===== config.mk =====
export PLATFORM = sky130hd
export DESIGN_NAME = bpc_udiv
export DESIGN_NICKNAME = d
export VERILOG_FILES = /design/src/rtl/bpc_pkg.sv /design/src/rtl/bpc_udiv.sv
export SDC_FILE = /design/constraint.sdc
export NUM_CORES = 2
export LEC_CHECK = 0
export BUFFER_PORTS_ARGS = -buffer_cell sky130_fd_sc_hd__buf_2
export CAP_MARGIN = 20
export CORE_ASPECT_RATIO = 1.25
export CORE_MARGIN = 4
export CORE_UTILIZATION = 45
export DETAILED_ROUTE_END_ITERATION = 8
export SKIP_CTS_REPAIR_TIMING = 1
export SLEW_MARGIN = 20
export SYNTH_ARGS = -nofsm -noshare
export SYNTH_HDL_FRONTEND = slang
export SYNTH_SLANG_ARGS = --single-unit

===== constraint.sdc =====
create_clock -name aclk -period 4.1 [get_ports aclk]
set_input_delay 0.41 -clock aclk [delete_from_list [all_inputs] [get_ports aclk]]
set_output_delay 0.41 -clock aclk [all_outputs]
set_load 0.005 [all_outputs]

===== src/rtl/bpc_pkg.sv =====
`timescale 1ns / 1ps
// bpc_pkg: constants, calibration reset values and helper functions
// for the pressure compensation pipeline. No dependencies.
package bpc_pkg;
    localparam int unsigned CAL_REGS = 5;
    localparam int unsigned CAL_IDX_W = 3;
    localparam int unsigned DIV_W = 32;

    localparam logic [31:0] CAL0_RST = 32'd26804152;
    localparam logic [31:0] CAL1_RST = 32'd3352395749;
    localparam logic [31:0] CAL2_RST = 32'd2146785905;
    localparam logic [31:0] CAL3_RST = 32'd405667844;
    localparam logic [31:0] CAL4_RST = 32'd3724086068;

    localparam logic [CAL_IDX_W-1:0] IDX_AC1_AC2 = 3'd0;
    localparam logic [CAL_IDX_W-1:0] IDX_AC3_AC4 = 3'd1;
    localparam logic [CAL_IDX_W-1:0] IDX_AC5_AC6 = 3'd2;
    localparam logic [CAL_IDX_W-1:0] IDX_B1_B2   = 3'd3;
    localparam logic [CAL_IDX_W-1:0] IDX_MC_MD   = 3'd4;

    typedef struct packed {
        logic [31:0] ac1_ac2;
        logic [31:0] ac3_ac4;
        logic [31:0] ac5_ac6;
        logic [31:0] b1_b2;
        logic [31:0] mc_md;
    } cal_t;

    function automatic logic [31:0] sx16(input logic [15:0] v);
        sx16 = {{16{v[15]}}, v};
    endfunction
endpackage


===== src/rtl/bpc_udiv.sv =====
`timescale 1ns / 1ps
// bpc_udiv: pipelined unsigned restoring divider, one quotient bit per stage.
// Carries a side payload alongside; uses bpc_pkg.
module bpc_udiv #(
    parameter int unsigned W = bpc_pkg::DIV_W,
    parameter int unsigned PW = 1
) (
    input  logic          aclk,
    input  logic          aresetn,
    input  logic          en,
    input  logic          in_valid,
    input  logic [W-1:0]  in_num,
    input  logic [W-1:0]  in_den,
    input  logic [PW-1:0] in_pay,
    output logic          out_valid,
    output logic [W-1:0]  out_quo,
    output logic [PW-1:0] out_pay
);
    import bpc_pkg::*;

    logic          vld_reg [W+1];
    logic [W-1:0]  num_reg [W+1];
    logic [W-1:0]  rem_reg [W+1];
    logic [W-1:0]  den_reg [W+1];
    logic [PW-1:0] pay_reg [W+1];

    always_comb begin
        vld_reg[0] = in_valid;
        num_reg[0] = in_num;
        rem_reg[0] = '0;
        den_reg[0] = in_den;
        pay_reg[0] = in_pay;
    end

    for (genvar i = 0; i < W; i++) begin : g_stage
        logic [W:0]   trial;
        logic [W:0]   diff;
        logic [W-1:0] rem_next;
        logic [W-1:0] num_next;
        always_comb begin
            trial = {rem_reg[i], num_reg[i][W-1]};
            diff = trial - {1'b0, den_reg[i]};
            if (!diff[W]) begin
                rem_next = diff[W-1:0];
            end else begin
                rem_next = trial[W-1:0];
            end
            num_next = {num_reg[i][W-2:0], ~diff[W]};
        end
        always_ff @(posedge aclk) begin
            if (!aresetn) begin
                vld_reg[i+1] <= 1'b0;
            end else if (en) begin
                vld_reg[i+1] <= vld_reg[i];
            end
            if (en) begin
                num_reg[i+1] <= num_next;
                rem_reg[i+1] <= rem_next;
                den_reg[i+1] <= den_reg[i];
                pay_reg[i+1] <= pay_reg[i];
            end
        end
    end

    assign out_valid = vld_reg[W];
    assign out_quo = num_reg[W];
    assign out_pay = pay_reg[W];
endmodule


==> summary.md <==
| Metric | Value |
|---|---|
| Fin Hold WS | 0.1748 ns |
| Cell Rows | 241 |
| Synth cell types | 90 |
| Synthesized area per cell | 12.86 sq um |
| Fin nets | 13,918 |
| Outcome | finished with violations |
| Clock slew at reported path FFs | 0.06 ns |
| Multi-input gate area | 0.05932 sq mm |
| PwrDens | 837.7 mW/mm^2 |
| Post-Syn Area | 0.1562 sq mm |
| Largest net degree at the start of global routing | 126 |
| Die W | 535.0 um |
| Sequential cell area | 0.09193 sq mm |
| CP max stage delay | 0.41 ns |
| # H-tree levels | 5 |
| Post-synthesis sequential element count | 3,072 |
| Post-route design area | 0.1778 sq mm |
| Die area | 0.3568 sq mm |
| NetSw | 52,460 uW |
| DP Area | 0.1657 sq mm |
| Vias in the first global route | 98,516 |
| Sw Ratio | 35.23% |
| Max_cap viols | 0 |
| Final setup fails | 0 |
| Crit-path max FO | 6 |
| Area Growth Syn to Fin | 13.77% |
| Core area | 0.3453 sq mm |
| Final worst-path setup slack | 0.1032 ns |
| Max-slew violations | 0 |
| Final hold vios | 0 |
| Int Power | 96,460 uW |
| Top sig layer | met5 |
| Logic pwr share | 46.3% |
| Routed vias | 96,043 |
| Worst clock skew | 0.06453 ns |
| Post-route ant nets | 0 |
| Number of flops mapped to enable cells by yosys | 3,040 |
| Critical Path Start Type | flip-flop |
| Initial antenna violation count | 5 |
| Grt total ovfl | 0 |
| FFs w/ async S/R, synth | 0% |
| Pre-CTS setup slack | -0.4286 ns |
| Yosys Warn Count | 0 |
| CTS sink cnt | 3,072 |
| Slowest cell on crit path | a221o_1 |
| Met1 wire length | 132,100 um |
| Max_slew headroom | 26.90% |
| Top delay family on crit path | compound AO/OA/AOI/OAI gates |
| Per-cell routed wire length | 19.97 um |
| Maximum VDD drop | 0.0005333 V |
| Layout cell share with drive strength beyond 1 | 15.02% |
| # IOs | 103 |
| Leak | 0.07134 uW |
| TritonCTS clock tree | built |
| CP most frequent cell | o21ai_4 |
| Critical path class | flip-flop to flip-flop |
| Gate Count Post-Synth | 12,147 |
| Met2 wire len | 194,400 um |
| First-pass GRT wire length | 548,400 um |
| Worst path bufs/invs | 4 |
| Clock group share of total power | 19.7% |
| Failing checks | DRC |
| Number of flip-flops in the largest register | 1,023 |
| Period minus WS final | 3.997 ns |
| Clock root cell | clkbuf_16 |
| Commonest register cell after synthesis | edfxtp_1 |
| Slew @ Worst Pin | 1.096 ns |
| Max clock buf depth | 4 |
| DIE HEIGHT | 666.8 um |
| DRC | 2 |
| PortBufs | 102 |
| Total track usage | 19.23% |
| Hpwl dp | 261,400 um |
| Initial Utilization | 45.25% |
| FILL cells | 29,174 |
| Post-synthesis sequential area ratio | 58.84% |
| CTS Buf Count | 328 |
| Total Routed Length | 353,700 um |
| HP Class | input pin to flip-flop |
| Metal3 WL | 11,400 um |
| Total Power | 148,900 uW |
| Vias per cell | 5.424 |
| TritonRoute pass-1 iters | 9 |
| Sequential share of power | 33.9% |
| GP Congestion | 0.8995 |
| WP data required | 4.75 ns |
| Final non-filler cell total | 17,707 |
| Latest clock arrival within the worst-skew pair | 0.95 ns |
| CP Capture Type | flip-flop |
| Critical path cell sequence | inv_1 -> ha_1 -> nor2b_4 -> o31a_1 -> o41a_1 -> a221oi_4 -> buf_12 -> o21ai_4 -> a221o_1 -> a31oi_4 -> o21ai_4 -> xor2_4 -> buf_6 -> clkbuf_16 -> mux2_4 |
| Final worst path period share | 97.48% |
| Critical path arrival | 4.65 ns |
| Fmax | 0.2502 GHz |
| DR iter-0 viols | 5,925 |
| Placed Cells | 17,018 |
[path summary, 6_finish.rpt]
| kind | start | end | slack [ns] | depth (start not counted) |
|---|---|---|---|---|
| worst max-delay path | den_reg[610] | g_stage[14].trial[8] | 0.10 | 15 |
| worst min-delay path | en | g_stage[3].trial[18] | 0.17 | 1 |
| worst max register to register | den_reg[610] | g_stage[14].trial[8] | 0.10 | 15 |
| worst min register to register | g_stage[10].num_next[1] | g_stage[11].num_next[2] | 0.40 | 0 |
[synthesized netlist by cell type, types with 62 or more instances]
| library cell | n | area, sq um |
|---|---|---|
| nor3_1 | 91 | 455.4 |
| o21bai_1 | 92 | 690.7 |
| inv_1 | 1264 | 4745 |
| xor2_1 | 252 | 2207 |
| a21oi_1 | 876 | 4384 |
| edfxtp_1 | 3040 | 91290 |
| mux2_2 | 777 | 8750 |
| nand2b_1 | 123 | 769.5 |
| xnor2_1 | 590 | 5167 |
| mux2i_1 | 118 | 1181 |
| nor2_1 | 462 | 1734 |
| and3_1 | 115 | 719.4 |
| buf_2 | 64 | 320.3 |
| o21a_1 | 154 | 1156 |
| a211oi_1 | 62 | 465.5 |
| a31oi_1 | 119 | 744.5 |
| a21o_1 | 478 | 3588 |
| nand2_1 | 481 | 1805 |
| o21ai_0 | 515 | 2577 |
| nor2b_1 | 188 | 1176 |
| nand3_1 | 210 | 1051 |
| clkbuf_1 | 159 | 596.8 |
| ha_1 | 993 | 12420 |
| nand4_1 | 77 | 481.7 |
[cell usage in the layout, fill, tap and decap left out, types with 68 or more instances in the layout]
cell type,synthesis,layout
edfxtp_1,3040,3040
clkbuf_16,0,342
nand4_1,77,77
mux2_2,777,775
nand2_1,481,481
o21ai_0,515,507
nor2b_1,188,187
nand2b_1,123,122
buf_2,64,101
dlygate4sd3_1,0,68
mux2i_1,118,117
nand3_1,210,209
nor3_1,91,91
o21a_1,154,154
xor2_1,252,238
xnor2_1,590,583
buf_12,0,73
and3_1,115,115
a21o_1,478,478
ha_1,993,991
o21bai_1,92,91
inv_1,1264,1263
a31oi_1,119,117
nor2_1,462,461
buf_4,2,324
a21oi_1,876,859
[power by group through the flow]
| stage | logic, uW | registers [uW] | clock network [uW] |
|---|---|---|---|
| after detailed placement | 66800 | 51300 | 0 |
| after global placement | 65500 | 51400 | 0 |
| after CTS | 67300 | 50800 | 30400 |
| after floorplan | 50400 | 48000 | 0 |
| final | 69000 | 50500 | 29400 |
| after global routing | 75800 | 51100 | 31800 |
[stage by stage]
stage | setup TNS [ns] | util (%)
floorplan | 0 | -
global placement | -15.19 | 47.98
detailed placement | -21.06 | 47.98
global route | -0.3931 | 51.48
CTS | -25.82 | 51.05
finish | 0 | 51.48
[logic make-up (layout without fill, tap and decap cells)]
logic type      count (synthesis)  in the layout  synth area share [%]
flops                        3072           3072                 58.84
compound gates               2811           2811                 11.55
simple gates                 1962           1962                 6.216
buf+inv                      1511           2439                 3.700
fa+ha+maj                    1023           1023                 8.336
mux                           924            924                 6.627
xor+xnor                      843            843                 4.730
other cells                     1             16              0.002400
[layer usage]
layer  vias to the layer above  GRT usage, %
li1                      46480             -
met1                     46821         20.72
met2                      1916         37.46
met3                       824         2.444
met4                         2         7.833
met5                         -             0
[cell type report]
class	count	area share [%]
flip-flops and latches	3072	51.72
multi-input cells	7578	33.37
clock buffers	387	4.802
well taps	4617	3.250
repair buffers	580	3.016
inverters	1266	2.673
clock inverters	206	1.169
diodes	1	0.001408
No activity file was read; power rests on OpenSTA's default activity.
